===== src/hdl/mmrp_pkg.sv =====
`timescale 1ns / 1ps
// Shared types, constants and helper functions for the M-Bus meter reply parser.
// No dependencies; every other file depends on this package.
package mmrp_pkg;

  // Frame geometry
  localparam int FRAME_BYTES = 62;
  localparam int BYTE_W      = 8;
  localparam int INDEX_W     = 6;
  localparam int COUNT_W     = 32;
  localparam int ENERGY_W    = 28;
  localparam int READING_W   = 16;
  localparam int CFG_IDX_W   = 2;
  localparam int BCD_DIGITS  = 4;

  // Frame positions of interest
  localparam logic [INDEX_W-1:0] POS_FIRST    = 6'd0;
  localparam logic [INDEX_W-1:0] POS_LEN_A    = 6'd1;
  localparam logic [INDEX_W-1:0] POS_LEN_B    = 6'd2;
  localparam logic [INDEX_W-1:0] POS_HEADER   = 6'd3;
  localparam logic [INDEX_W-1:0] POS_SUM_LO   = 6'd4;
  localparam logic [INDEX_W-1:0] POS_ADDR     = 6'd5;
  localparam logic [INDEX_W-1:0] POS_STATUS   = 6'd16;
  localparam logic [INDEX_W-1:0] POS_TOTAL    = 6'd22;
  localparam logic [INDEX_W-1:0] POS_PARTIAL  = 6'd29;
  localparam logic [INDEX_W-1:0] POS_VOLTAGE  = 6'd38;
  localparam logic [INDEX_W-1:0] POS_CURRENT  = 6'd45;
  localparam logic [INDEX_W-1:0] POS_ACTIVE   = 6'd51;
  localparam logic [INDEX_W-1:0] POS_REACTIVE = 6'd58;
  localparam logic [INDEX_W-1:0] POS_SUM_HI   = 6'd59;
  localparam logic [INDEX_W-1:0] POS_CHECKSUM = 6'd60;
  localparam logic [INDEX_W-1:0] POS_LAST     = 6'd61;

  // Configuration register indexes and reset values
  localparam logic [CFG_IDX_W-1:0] CFG_START  = 2'd0;
  localparam logic [CFG_IDX_W-1:0] CFG_LENGTH = 2'd1;
  localparam logic [CFG_IDX_W-1:0] CFG_STOP   = 2'd2;

  localparam logic [BYTE_W-1:0] START_RESET  = 8'd104;
  localparam logic [BYTE_W-1:0] LENGTH_RESET = 8'd56;
  localparam logic [BYTE_W-1:0] STOP_RESET   = 8'd22;

  // Weight of each BCD byte, least significant byte first
  localparam logic [ENERGY_W-1:0] BCD_WEIGHT [BCD_DIGITS] =
    '{28'd1, 28'd100, 28'd10000, 28'd1000000};

  typedef enum logic [1:0] {
    STATUS_PENDING = 2'd0,
    STATUS_DONE    = 2'd1,
    STATUS_WRONG   = 2'd2
  } frame_status_t;

  typedef struct packed {
    logic [BYTE_W-1:0] start_char;
    logic [BYTE_W-1:0] length_char;
    logic [BYTE_W-1:0] stop_char;
  } cfg_t;

  typedef struct packed {
    logic [BYTE_W-1:0]    meter_address;
    logic [BYTE_W-1:0]    meter_status;
    logic [ENERGY_W-1:0]  total_energy;
    logic [ENERGY_W-1:0]  partial_energy;
    logic [READING_W-1:0] voltage;
    logic [READING_W-1:0] current;
    logic [READING_W-1:0] active_power;
    logic [READING_W-1:0] quadrature_power;
  } decoded_t;

  typedef struct packed {
    frame_status_t       frame_status;
    logic [COUNT_W-1:0]  message_count;
    decoded_t            rec;
  } result_t;

  // Convert one BCD byte (unchecked nibbles) and scale it by its digit-pair weight
  function automatic logic [ENERGY_W-1:0] bcd_scaled(input logic [BYTE_W-1:0] b,
                                                      input logic [1:0] k);
    logic [BYTE_W-1:0] pair;
    pair = ({4'd0, b[7:4]} * 8'd10) + {4'd0, b[3:0]};
    return ENERGY_W'(pair) * BCD_WEIGHT[k];
  endfunction

endpackage


===== src/hdl/mmrp_ifs.sv =====
`timescale 1ns / 1ps
// Valid/ready channel interfaces: input byte, decoded result, register write.
// Depends on mmrp_pkg.
interface mmrp_item_if;
  logic                           valid;
  logic                           ready;
  logic [mmrp_pkg::BYTE_W-1:0]    rx_byte;
  logic [mmrp_pkg::INDEX_W-1:0]   byte_index;
  modport source (output valid, rx_byte, byte_index, input ready);
  modport sink   (input valid, rx_byte, byte_index, output ready);
endinterface

interface mmrp_result_if;
  logic                             valid;
  logic                             ready;
  logic [1:0]                       frame_status;
  logic [mmrp_pkg::COUNT_W-1:0]     message_count;
  logic [mmrp_pkg::BYTE_W-1:0]      meter_address;
  logic [mmrp_pkg::BYTE_W-1:0]      meter_status;
  logic [mmrp_pkg::ENERGY_W-1:0]    total_energy;
  logic [mmrp_pkg::ENERGY_W-1:0]    partial_energy;
  logic [mmrp_pkg::READING_W-1:0]   voltage;
  logic [mmrp_pkg::READING_W-1:0]   current;
  logic [mmrp_pkg::READING_W-1:0]   active_power;
  logic [mmrp_pkg::READING_W-1:0]   quadrature_power;
  modport source (output valid, frame_status, message_count, meter_address, meter_status,
                  total_energy, partial_energy, voltage, current, active_power,
                  quadrature_power, input ready);
  modport sink   (input valid, frame_status, message_count, meter_address, meter_status,
                  total_energy, partial_energy, voltage, current, active_power,
                  quadrature_power, output ready);
endinterface

interface mmrp_cfg_if;
  logic                              valid;
  logic                              ready;
  logic [mmrp_pkg::CFG_IDX_W-1:0]    index;
  logic [mmrp_pkg::BYTE_W-1:0]       data;
  modport source (output valid, index, data, input ready);
  modport sink   (input valid, index, data, output ready);
endinterface


===== src/hdl/mmrp_cfg_regs.sv =====
`timescale 1ns / 1ps
// Configuration register file: start, length and stop characters.
// Depends on mmrp_pkg and mmrp_cfg_if.
module mmrp_cfg_regs (
  input  logic            clk,
  input  logic            rst,
  mmrp_cfg_if.sink        cfg,
  output mmrp_pkg::cfg_t  regs
);
  import mmrp_pkg::*;

  // Writes are always taken
  assign cfg.ready = 1'b1;

  // Decode the register index and store the word
  always_ff @(posedge clk) begin
    if (rst) begin
      regs.start_char  <= START_RESET;
      regs.length_char <= LENGTH_RESET;
      regs.stop_char   <= STOP_RESET;
    end else if (cfg.valid) begin
      case (cfg.index)
        CFG_START:  regs.start_char  <= cfg.data;
        CFG_LENGTH: regs.length_char <= cfg.data;
        CFG_STOP:   regs.stop_char   <= cfg.data;
        default: ;
      endcase
    end
  end

endmodule


===== src/hdl/mmrp_frame_core.sv =====
`timescale 1ns / 1ps
// Frame checker and field decoder: captures bytes at their fixed positions,
// keeps the checksum and counter, and forms one result per byte. Depends on mmrp_pkg.
module mmrp_frame_core (
  input  logic                            clk,
  input  logic                            rst,
  input  logic                            fire,
  input  logic [mmrp_pkg::BYTE_W-1:0]     rx_byte,
  input  logic [mmrp_pkg::INDEX_W-1:0]    byte_index,
  input  mmrp_pkg::cfg_t                  regs,
  output mmrp_pkg::result_t               res
);
  import mmrp_pkg::*;

  // Captured frame bytes (held only at the positions that are read later)
  logic [BYTE_W-1:0]   hdr_start;
  logic [BYTE_W-1:0]   hdr_len_a;
  logic [BYTE_W-1:0]   hdr_len_b;
  logic [BYTE_W-1:0]   chk_byte;
  logic [BYTE_W-1:0]   addr_byte;
  logic [BYTE_W-1:0]   stat_byte;
  logic [ENERGY_W-1:0] tot_part [BCD_DIGITS];
  logic [ENERGY_W-1:0] par_part [BCD_DIGITS];
  logic [BYTE_W-1:0]   volt_lo, volt_hi, curr_lo, curr_hi;
  logic [BYTE_W-1:0]   act_lo, act_hi, react_lo, react_hi;

  // Frame state
  logic [BYTE_W-1:0]   running_sum, running_sum_next;
  logic [COUNT_W-1:0]  good_frames, good_frames_next;
  decoded_t            decoded, decoded_next;

  logic                in_range;
  logic                header_bad;
  logic                tail_ok;
  frame_status_t       status;
  logic [ENERGY_W-1:0] tot_sum, par_sum;

  assign in_range = byte_index < INDEX_W'(FRAME_BYTES);

  // Running checksum: clear at the first byte, add over the summed span
  always_comb begin
    running_sum_next = running_sum;
    if (in_range) begin
      if (byte_index == POS_FIRST) begin
        running_sum_next = '0;
      end else if (byte_index >= POS_SUM_LO && byte_index <= POS_SUM_HI) begin
        running_sum_next = running_sum + rx_byte;
      end
    end
  end

  // Header and tail checks
  assign header_bad = (hdr_start != regs.start_char) || (hdr_len_a != regs.length_char) ||
                      (hdr_len_b != regs.length_char) || (rx_byte != regs.start_char);
  assign tail_ok    = (running_sum == chk_byte) && (rx_byte == regs.stop_char);

  // Energy counters from the pre-scaled BCD bytes
  assign tot_sum = (tot_part[0] + tot_part[1]) + (tot_part[2] + tot_part[3]);
  assign par_sum = (par_part[0] + par_part[1]) + (par_part[2] + par_part[3]);

  // Status, counter and decoded record
  always_comb begin
    status           = STATUS_PENDING;
    good_frames_next = good_frames;
    decoded_next     = decoded;
    if (byte_index == POS_HEADER) begin
      if (header_bad) begin
        status = STATUS_WRONG;
      end
    end else if (byte_index == POS_LAST) begin
      if (!tail_ok) begin
        status = STATUS_WRONG;
      end else begin
        status                        = STATUS_DONE;
        good_frames_next              = good_frames + 1'b1;
        decoded_next.meter_address    = addr_byte;
        decoded_next.meter_status     = stat_byte;
        decoded_next.total_energy     = tot_sum;
        decoded_next.partial_energy   = par_sum;
        decoded_next.voltage          = {volt_hi, volt_lo};
        decoded_next.current          = {curr_hi, curr_lo};
        decoded_next.active_power     = {act_hi, act_lo};
        decoded_next.quadrature_power = {react_hi, react_lo};
      end
    end
  end

  // Result shows the state as left by this byte
  assign res.frame_status  = status;
  assign res.message_count = good_frames_next;
  assign res.rec           = decoded_next;

  // Control state
  always_ff @(posedge clk) begin
    if (rst) begin
      running_sum <= '0;
      good_frames <= '0;
      decoded     <= '0;
    end else if (fire) begin
      running_sum <= running_sum_next;
      good_frames <= good_frames_next;
      decoded     <= decoded_next;
    end
  end

  // Capture bytes at their fixed positions
  always_ff @(posedge clk) begin
    if (fire) begin
      if (byte_index == POS_FIRST)    hdr_start <= rx_byte;
      if (byte_index == POS_LEN_A)    hdr_len_a <= rx_byte;
      if (byte_index == POS_LEN_B)    hdr_len_b <= rx_byte;
      if (byte_index == POS_ADDR)     addr_byte <= rx_byte;
      if (byte_index == POS_STATUS)   stat_byte <= rx_byte;
      if (byte_index == POS_CHECKSUM) chk_byte  <= rx_byte;
      if (byte_index == POS_VOLTAGE)          volt_lo  <= rx_byte;
      if (byte_index == POS_VOLTAGE + 6'd1)   volt_hi  <= rx_byte;
      if (byte_index == POS_CURRENT)          curr_lo  <= rx_byte;
      if (byte_index == POS_CURRENT + 6'd1)   curr_hi  <= rx_byte;
      if (byte_index == POS_ACTIVE)           act_lo   <= rx_byte;
      if (byte_index == POS_ACTIVE + 6'd1)    act_hi   <= rx_byte;
      if (byte_index == POS_REACTIVE)         react_lo <= rx_byte;
      if (byte_index == POS_REACTIVE + 6'd1)  react_hi <= rx_byte;
      for (int k = 0; k < BCD_DIGITS; k++) begin
        if (byte_index == POS_TOTAL + INDEX_W'(k)) begin
          tot_part[k] <= bcd_scaled(rx_byte, 2'(k));
        end
        if (byte_index == POS_PARTIAL + INDEX_W'(k)) begin
          par_part[k] <= bcd_scaled(rx_byte, 2'(k));
        end
      end
    end
  end

endmodule


===== src/hdl/mbus_meter_reply_parser.sv =====
`timescale 1ns / 1ps
// Top level of the M-Bus long-frame meter reply parser.
// Depends on mmrp_pkg, mmrp_ifs, mmrp_cfg_regs and mmrp_frame_core.
//
//   channel | dir | word
//   --------+-----+----------------------------------------------------------
//   cfg     | in  | index (0 start, 1 length, 2 stop), data
//   item    | in  | rx_byte, byte_index
//   result  | out | frame_status, message_count, meter_address, meter_status,
//           |     | total_energy, partial_energy, voltage, current,
//           |     | active_power, quadrature_power
//
// One byte per cycle sustained while result.ready holds.
// The input register feeds the checker/decoder, whose one result per byte
// lands in the output register; the four-term BCD add sets the longest path.
// A byte is taken while a result waits, until the input register also holds one.
// rst loads the start, length and stop reset values and clears the counter,
// checksum and decoded record to zero.
module mbus_meter_reply_parser (
  input  logic          clk,
  input  logic          rst,
  mmrp_cfg_if.sink      cfg,
  mmrp_item_if.sink     item,
  mmrp_result_if.source result
);
  import mmrp_pkg::*;

  cfg_t                regs;
  result_t             core_res;
  result_t             res_reg;
  logic                out_valid;
  logic                s1_valid;
  logic [BYTE_W-1:0]   s1_byte;
  logic [INDEX_W-1:0]  s1_index;
  logic                s1_adv;

  mmrp_cfg_regs u_cfg (
    .clk  (clk),
    .rst  (rst),
    .cfg  (cfg),
    .regs (regs)
  );

  // Advance the input register when the output register is free or drained
  assign s1_adv     = s1_valid && (!out_valid || result.ready);
  assign item.ready = !s1_valid || s1_adv;

  // Input register
  always_ff @(posedge clk) begin
    if (rst) begin
      s1_valid <= 1'b0;
    end else if (item.ready) begin
      s1_valid <= item.valid;
    end
  end

  always_ff @(posedge clk) begin
    if (item.valid && item.ready) begin
      s1_byte  <= item.rx_byte;
      s1_index <= item.byte_index;
    end
  end

  mmrp_frame_core u_core (
    .clk        (clk),
    .rst        (rst),
    .fire       (s1_adv),
    .rx_byte    (s1_byte),
    .byte_index (s1_index),
    .regs       (regs),
    .res        (core_res)
  );

  // Output register
  always_ff @(posedge clk) begin
    if (rst) begin
      out_valid <= 1'b0;
    end else if (s1_adv) begin
      out_valid <= 1'b1;
    end else if (result.ready) begin
      out_valid <= 1'b0;
    end
  end

  always_ff @(posedge clk) begin
    if (s1_adv) begin
      res_reg <= core_res;
    end
  end

  assign result.valid            = out_valid;
  assign result.frame_status     = res_reg.frame_status;
  assign result.message_count    = res_reg.message_count;
  assign result.meter_address    = res_reg.rec.meter_address;
  assign result.meter_status     = res_reg.rec.meter_status;
  assign result.total_energy     = res_reg.rec.total_energy;
  assign result.partial_energy   = res_reg.rec.partial_energy;
  assign result.voltage          = res_reg.rec.voltage;
  assign result.current          = res_reg.rec.current;
  assign result.active_power     = res_reg.rec.active_power;
  assign result.quadrature_power = res_reg.rec.quadrature_power;

endmodule


===== src/flat_wrapper.sv =====
// flat-port wrapper written by rule: the top's interface ports become plain ports
module mbus_meter_reply_parser_flat import mmrp_pkg::*;
  (clk, rst, cfg_valid, cfg_index, cfg_data, cfg_ready, item_valid, item_rx_byte, item_byte_index, item_ready, result_valid, result_frame_status, result_message_count, result_meter_address, result_meter_status, result_total_energy, result_partial_energy, result_voltage, result_current, result_active_power, result_quadrature_power, result_ready);
  mmrp_cfg_if cfg_i ();
  mmrp_item_if item_i ();
  mmrp_result_if result_i ();
  input  logic clk;
  input  logic rst;
  input wire logic [$bits(cfg_i.valid)-1:0] cfg_valid;
  input wire logic [$bits(cfg_i.index)-1:0] cfg_index;
  input wire logic [$bits(cfg_i.data)-1:0] cfg_data;
  output wire logic [$bits(cfg_i.ready)-1:0] cfg_ready;
  input wire logic [$bits(item_i.valid)-1:0] item_valid;
  input wire logic [$bits(item_i.rx_byte)-1:0] item_rx_byte;
  input wire logic [$bits(item_i.byte_index)-1:0] item_byte_index;
  output wire logic [$bits(item_i.ready)-1:0] item_ready;
  output wire logic [$bits(result_i.valid)-1:0] result_valid;
  output wire logic [$bits(result_i.frame_status)-1:0] result_frame_status;
  output wire logic [$bits(result_i.message_count)-1:0] result_message_count;
  output wire logic [$bits(result_i.meter_address)-1:0] result_meter_address;
  output wire logic [$bits(result_i.meter_status)-1:0] result_meter_status;
  output wire logic [$bits(result_i.total_energy)-1:0] result_total_energy;
  output wire logic [$bits(result_i.partial_energy)-1:0] result_partial_energy;
  output wire logic [$bits(result_i.voltage)-1:0] result_voltage;
  output wire logic [$bits(result_i.current)-1:0] result_current;
  output wire logic [$bits(result_i.active_power)-1:0] result_active_power;
  output wire logic [$bits(result_i.quadrature_power)-1:0] result_quadrature_power;
  input wire logic [$bits(result_i.ready)-1:0] result_ready;
  assign cfg_i.valid = cfg_valid;
  assign cfg_i.index = cfg_index;
  assign cfg_i.data = cfg_data;
  assign cfg_ready = cfg_i.ready;
  assign item_i.valid = item_valid;
  assign item_i.rx_byte = item_rx_byte;
  assign item_i.byte_index = item_byte_index;
  assign item_ready = item_i.ready;
  assign result_valid = result_i.valid;
  assign result_frame_status = result_i.frame_status;
  assign result_message_count = result_i.message_count;
  assign result_meter_address = result_i.meter_address;
  assign result_meter_status = result_i.meter_status;
  assign result_total_energy = result_i.total_energy;
  assign result_partial_energy = result_i.partial_energy;
  assign result_voltage = result_i.voltage;
  assign result_current = result_i.current;
  assign result_active_power = result_i.active_power;
  assign result_quadrature_power = result_i.quadrature_power;
  assign result_i.ready = result_ready;
  mbus_meter_reply_parser u_core (.clk(clk), .rst(rst), .cfg(cfg_i), .item(item_i), .result(result_i));
endmodule

===== config.mk =====
export PLATFORM = sky130hd
export DESIGN_NAME = mbus_meter_reply_parser_flat
export DESIGN_NICKNAME = d
export VERILOG_FILES = /design/src/hdl/mmrp_pkg.sv /design/src/hdl/mmrp_ifs.sv /design/src/hdl/mmrp_cfg_regs.sv /design/src/hdl/mmrp_frame_core.sv /design/src/hdl/mbus_meter_reply_parser.sv /design/src/flat_wrapper.sv
export SDC_FILE = /design/constraint.sdc
export NUM_CORES = 1
export LEC_CHECK = 0
export BUFFER_PORTS_ARGS = -buffer_cell sky130_fd_sc_hd__buf_2
export CAP_MARGIN = 20
export CORE_ASPECT_RATIO = 0.8
export CORE_MARGIN = 2
export CORE_UTILIZATION = 61
export CTS_BUF_LIST = sky130_fd_sc_hd__clkbuf_16
export DETAILED_ROUTE_END_ITERATION = 10
export PLACE_DENSITY = 0.85
export RECOVER_POWER = 25
export SLEW_MARGIN = 20
export SYNTH_ARGS = -nofsm -noshare
export SYNTH_HDL_FRONTEND = slang
export SYNTH_SLANG_ARGS = --single-unit

===== constraint.sdc =====
create_clock -name clk -period 8.7 [get_ports clk]
set_input_delay 1.74 -clock clk [delete_from_list [all_inputs] [get_ports clk]]
set_output_delay 1.74 -clock clk [all_outputs]
set_load 0.01 [all_outputs]

==> flow_summary.ini, run 1 <==
[detailed_routing]
vias = 20970
drt-initial-drc-count = 2083
firstDrtPassIters = 6
vias_per_cell = 5.96
postRouteAntennaNets = 0
wl_um = 70900
drc = 0
wire_per_inst_um = 20.1

[synthesis]
synth_seq_cells = 620
synth_edf_count = 418
synth_warnings = 0
ys_top_cells_by_count = 610 x nand2_1, 418 x edfxtp_1, 217 x ha_1, 202 x dfxtp_1, 186 x a21oi_1
synthCells = 2638
synth_area_leaders = edfxtp_1 43%, dfxtp_1 14%, ha_1 9.2%
synth.distinct_cells = 68
yosysSeqAreaShare = 0.563
synthFlopType = edfxtp_1
async_flop_share = 0
yosysTopAreaCellShare = 0.425
synth_area_um2 = 29500
yosysMostFrequentCell = nand2_1
synth.largest_area_cell = edfxtp_1
syn_area_per_cell_um2 = 11.2
synth_nets = 2945

[power]
p_leak_nw = 13.3
vdd_drop_max_uv = 229
power_density_nw_per_um2 = 257

[placed_design]
dpl-instance-area_um2 = 31300
place_congestion = 0.904
dpl.hpwl_um = 48100
numPortBuffers = 200

[worst_setup_path]
critPathMaxFanout = 87
path_cells = clkbuf_1 > xnor2_1 > nand4_1 > nor4_1 > nand2_4 > inv_4 > nand2_4 > buf_4 > nand2_1 > a21oi_1
critPathSlowestCell = nor4_1
cp_data_required_time_ns = 8.97
crit_path_frequent_cell = nand2_4
critPathMaxStageDelay_ns = 1.69
arrival_ns = 7.62
endpoint_kind = flop
cp-start-kind = flop
critPathKind = flop to flop

[sta]
tns_ns = 0
final_hold_viol_count = 0
setup_viol = 0
fin_skew_ns = 0.0214
rsz0062_at_grt = no
max-slew-margin-rel = -2.14
slew_violations = 190
period_needed_ns = 7.35
fmax_ghz = 0.136
fin_crit_sh = 0.845
tightest_slew_ns = 4.72

[global_route]
grt_antenna_before_repair = 3
globalRouteTotalUtil = 0.280
grt_pass1_vias = 20498
grt_max_degree = 98
grt_pass1_wl_um = 111000
grt_overflow = 0

[clocking]
htree_levels = 2
cts_setup_buffers = 0
clockBufferDepth = 3
cts_resized = 0
clk_latency_ns = 0.62
cts_tree = done
cts_buffers = 58
clk_pin_slew_ns = 0.06
root_buffer = clkbuf_16
cts-hold-fix-buffers = 0
cts_sinks = 620

[final_layout]
drive_gt1_frac = 0.122
fillCellCount = 3238
final_nets = 3144
multi_input_area_um2 = 12100
seq_area_um2 = 16600
final_cell_area_um2 = 33100
area_growth_pct = 12.1

[floorplanning]
die_w_um = 250
core-area_um2 = 48000
fp-row-count = 72
ioPinCount = 202
initial_core_util = 0.614
dieArea_um2 = 50100
die_h_um = 201

[worst_hold_path]
hp-class = flop to flop

[flow_run]
maxCapViolCount = 5

[run_status]
violations = capacitance limit, slew limit
status = complete, but fails checks
-- metal layers --
| layer | routed length [um] | track usage | up-vias | part of all wire |
|---|---|---|---|---|
| li1 | - | - | 9598 | - |
| met1 | 29900 | 0.386 | 10246 | 0.42 |
| met2 | 33700 | 0.464 | 996 | 0.48 |
| met3 | 5620 | 0.0455 | 130 | 0.079 |
| met4 | 1650 | 0.0747 | 0 | 0.023 |
| met5 | 0 | 0 | - | 0 |
-- worst paths after layout --
check,from,end,slack [ns],depth (start not counted)
worst max-delay path,u_core.s1_byte[2]$_DFFE_PP_,u_core.u_core.decoded[26]$_SDFFE_PP0P_,1.35,10
worst min-delay path,u_core.u_core.decoded[79]$_SDFFE_PP0P_,u_core.u_core.decoded[79]$_SDFFE_PP0P_,0.45,2
worst max register to register,u_core.s1_byte[2]$_DFFE_PP_,u_core.u_core.decoded[26]$_SDFFE_PP0P_,1.35,10
worst min register to register,u_core.u_core.decoded[79]$_SDFFE_PP0P_,u_core.u_core.decoded[79]$_SDFFE_PP0P_,0.45,2
-- power breakdown --
group	leakage (nW)	switching, W	internal [W]	total (W)
Clock	0.995	0.00112	0.00141	0.00253
Combinational	6.82	0.00151	0.000937	0.00245
Sequential	5.44	0.0000275	0.00349	0.00352
-- registers in the layout, summed over array words and instances, names as in the netlist, 16 cells and up --
signal,cells
u_core.result.voltage,16
u_core.u_cfg.regs,24
u_core.u_core.tot_part,61
u_core.result.total_energy,28
u_core.result.current,16
u_core.u_core.decoded,136
u_core.u_core.par_part,61
u_core.result.quadrature_power,16
u_core.u_core.good_frames,32
u_core.result.active_power,16
u_core.result.message_count,32
u_core.result.partial_energy,28
-- cell families after synthesis --
| logic type | after synthesis | share of synthesized area |
|---|---|---|
| AO/OA/AOI/OAI | 381 | 0.0757 |
| XOR/XNOR | 144 | 0.0428 |
| adder cells (fa/ha/maj) | 278 | 0.133 |
| buffers and inverters | 219 | 0.0292 |
| flip-flops | 620 | 0.563 |
| multiplexers | 48 | 0.0172 |
| other | 1 | 0.000127 |
| AND/OR/NAND/NOR | 947 | 0.139 |
-- worst max-delay path, delay by kind of cell, from the launching register on --
family | cells | cell delay [ns]
AOI/OAI and AO/OA | 1 | 0.10
xor gates and xnor gates | 1 | 0.22
buffers and inverters | 3 | 2.42
DFF | 1 | 0.33
and+or+nand+nor | 5 | 3.67
-- placed cells by master (no fill, tap or decap), types with 24 or more instances in the layout --
cell | Yosys | layout
clkbuf_16 | 0 | 60
mux2i_1 | 27 | 27
nand3_1 | 41 | 41
inv_1 | 118 | 133
nor3_1 | 55 | 50
dfxtp_1 | 202 | 202
buf_2 | 16 | 193
nand2_1 | 610 | 608
clkbuf_1 | 77 | 24
o21ai_0 | 69 | 69
a21o_1 | 29 | 29
fa_1 | 61 | 61
a21oi_1 | 186 | 186
xor2_1 | 50 | 50
nor2_1 | 115 | 114
edfxtp_1 | 418 | 418
xnor2_1 | 94 | 94
ha_1 | 217 | 217
-- final cells by class --
cell class,count,share of cell area
Sequential cell,620,0.502
Multi-Input combinational cell,1799,0.366
Clock buffer,60,0.0454
Timing Repair Buffer,238,0.0369
Tap cell,629,0.0238
Inverter,120,0.0138
Clock inverter,50,0.0123
Antenna cell,2,0.000151
-- stage by stage --
step / setup slack, ns / utilization / cells / total power, W / hold WS, ns
after detailed placement: 2.12 / 0.651 / 3406 / 0.00598 / 0.445
after floorplan: 0.660 / - / 2638 / 0.00531 / 0.434
after global placement: 2.34 / 0.651 / 3405 / 0.00587 / 0.439
final: 1.35 / 0.689 / 3518 / 0.00849 / 0.453
after CTS: 2.06 / 0.691 / 3516 / 0.00850 / 0.454
after global routing: 0.993 / 0.689 / 3517 / 0.00889 / 0.471
(Power assumes the default switching activity.)
==> run 2, diff against run 1 <==
--- a/config.mk
+++ b/config.mk
@@ -9,10 +9,10 @@
 export CAP_MARGIN = 20
 export CORE_ASPECT_RATIO = 0.8
 export CORE_MARGIN = 2
-export CORE_UTILIZATION = 61
+export CORE_UTILIZATION = 55
 export CTS_BUF_LIST = sky130_fd_sc_hd__clkbuf_16
 export DETAILED_ROUTE_END_ITERATION = 10
-export PLACE_DENSITY = 0.85
+export PLACE_DENSITY = 0.81
 export RECOVER_POWER = 25
 export SLEW_MARGIN = 20
 export SYNTH_ARGS = -nofsm -noshare
==> constraint.sdc (replaced) <==
create_clock -name clk -period 6.2 [get_ports clk]
set_input_delay 1.24 -clock clk [delete_from_list [all_inputs] [get_ports clk]]
set_output_delay 1.24 -clock clk [all_outputs]
set_load 0.01 [all_outputs]
==> run 2 against run 1 <==
Net effect: the flow still finishes with violations (capacitance limit, slew limit); final area rose by 0.14%; worst setup slack lost 1.1 ns; sequential share of layout area fell by 0.068 points; first-iteration DRC count up 3.4%; flip-flop and latch count stayed put; final cell count rose by 2.0%; global-route usage shrank 2.8 points; clock power increased by 37%; non-clock buffer count is 8 higher; worst hold slack improved by 0.0027 ns; critical path type unchanged.
==> flow_summary.ini, run 2 (synthesis results as in run 1) <==
[run_status]
status = complete, but fails checks
violations = capacitance limit, slew limit

[final_layout]
largest_reg_flops = 136
final_cell_area_um2 = 33100
layout_commonest_cell = nand2_1
regMostFlops = u_core.u_core.decoded
drive_gt1_frac = 0.0930
area_growth_pct = 12.3
largestRegisters = u_core.u_core.decoded x136, u_core.u_core.par_part x61, u_core.u_core.tot_part x61
final_nets = 3151
final_cell_mix = 608 x nand2_1, 418 x edfxtp_1, 217 x ha_1

[worst_setup_path]
critPathSlowestCell = clkbuf_1
path_cells = clkbuf_1 > inv_1 > nor3_1 > a21oi_1 > buf_4 > inv_1 > ha_1 > inv_1 > fa_1 > fa_1 > inv_1 > ha_1 > a21o_1 > a21oi_1 > o21ai_0 > a21oi_1 > o21ai_0 > a211oi_2 > o21bai_1 > xor2_1
critPathTopFamily = buffers and inverters
critPathMaxStageDelay_ns = 0.90
cp-start-kind = flop
cp_data_required_time_ns = 6.55
endpoint_kind = flop
arrival_ns = 6.26
crit_path_frequent_cell = inv_1
critPathMaxFanout = 20
critPathBufInv = 6
critPathKind = flop to flop

[detailed_routing]
drc = 0
drt-initial-drc-count = 2154
vias_per_cell = 5.77
wl_um = 71200
wire_per_inst_um = 19.8
postRouteAntennaNets = 0
firstDrtPassIters = 6
vias = 20716

[power]
vdd_drop_max_uv = 309
power_density_nw_per_um2 = 361
p_leak_nw = 13.0

[sta]
fmax_ghz = 0.169
setup_viol = 0
period_needed_ns = 5.91
final_hold_viol_count = 0
fin_skew_ns = 0.0241
rsz0062_at_grt = no
fin_crit_sh = 0.953
slew_violations = 89
tns_ns = 0
tightest_slew_ns = 3.07
max-slew-margin-rel = -1.05

[clocking]
htree_levels = 2
clk_pin_slew_ns = 0.07
cts-hold-fix-buffers = 0
cts_buffers = 57
clockBufferDepth = 3
cts_sinks = 620
cts_tree = done
root_buffer = clkbuf_16
clk_latency_ns = 0.62

[floorplanning]
die_h_um = 211
fp-row-count = 75
initial_core_util = 0.559
core-area_um2 = 52700
ioPinCount = 202
dieArea_um2 = 55500
die_w_um = 263

[global_route]
grt_pass1_wl_um = 110000
grt_pass1_vias = 20149
grt_max_degree = 123
grt_antenna_before_repair = 3
globalRouteTotalUtil = 0.252
grt_overflow = 0

[flow_run]
maxCapViolCount = 2

[placed_design]
dpl-instance-area_um2 = 31400
place_congestion = 0.917
numPortBuffers = 200
dpl.hpwl_um = 49300

[worst_hold_path]
hp-class = flop to flop
-- run 2: changes by cell type in the layout (fill, tap and decap cells not counted), sizes merged --
cell	previous run	this run
clkbuf	84	173
buf	214	130
inv	140	133
clkinv	24	29
bufinv	5	6
clkinvlp	1	2
diode	2	3
-- run 2: what timing repair did --
item / in CTS / in global routing
gates resized for setup: 0 / 2
buffers inserted: 0 / 0
hold endpoints to repair: 0 / 0
endpoints found under the setup margin: 0 / 4
-- run 2: worst paths after layout --
check                                                from                                       to  slack (ns)  cells after the start
setup / recovery              u_core.s1_byte[7]$_DFFE_PP_  u_core.u_core.tot_part[2][19]$_DFFE_PP_        0.29                     20
hold / removal    u_core.u_core.decoded[126]$_SDFFE_PP0P_  u_core.u_core.decoded[126]$_SDFFE_PP0P_        0.46                      2
setup reg to reg              u_core.s1_byte[7]$_DFFE_PP_  u_core.u_core.tot_part[2][19]$_DFFE_PP_        0.29                     20
hold reg to reg   u_core.u_core.decoded[126]$_SDFFE_PP0P_  u_core.u_core.decoded[126]$_SDFFE_PP0P_        0.46                      2
-- run 2: per-stage QoR --
stage,utilization,std cells,total power (W),hold slack [ns],worst slack [ns]
after floorplan,-,2638,0.00744,0.434,0.181
after global placement,0.596,3478,0.00833,0.440,0.577
after detailed placement,0.596,3478,0.00852,0.444,0.373
after CTS,0.631,3585,0.0120,0.453,0.328
after global routing,0.628,3588,0.0125,0.476,0.0321
final,0.628,3588,0.0120,0.456,0.291
-- run 2: tightest hold or removal path: stages, from the launching register on --
cell	delay, ns
dfxtp_1	0.31
nand2_1	0.05
a21oi_1	0.05
-- run 2: per-layer routing --
layer / GRT usage / wire [um] / vias to the layer above
met4: 0.0768 / 1630 / 0
met3: 0.0391 / 5300 / 124
met5: 0 / 0 / -
met2: 0.414 / 33600 / 914
met1: 0.347 / 30700 / 10069
li1: - / - / 9609
-- run 2: final cells by class --
cell class                      count  area (um2)
Antenna cell                        3        7.51
Clock buffer                       57        1430
Inverter                          120         458
Clock inverter                     50         430
Sequential cell                   620       16600
Timing Repair Buffer              246        1220
Tap cell                          693         867
Fill cell                        4052       19600
Multi-Input combinational cell   1799       12100
-- run 2: power by group --
part / total, W / switching [W] / internal, W
Clock: 0.00347 / 0.00153 / 0.00193
Combinational: 0.00356 / 0.00221 / 0.00135
Sequential: 0.00494 / 0.0000406 / 0.00489
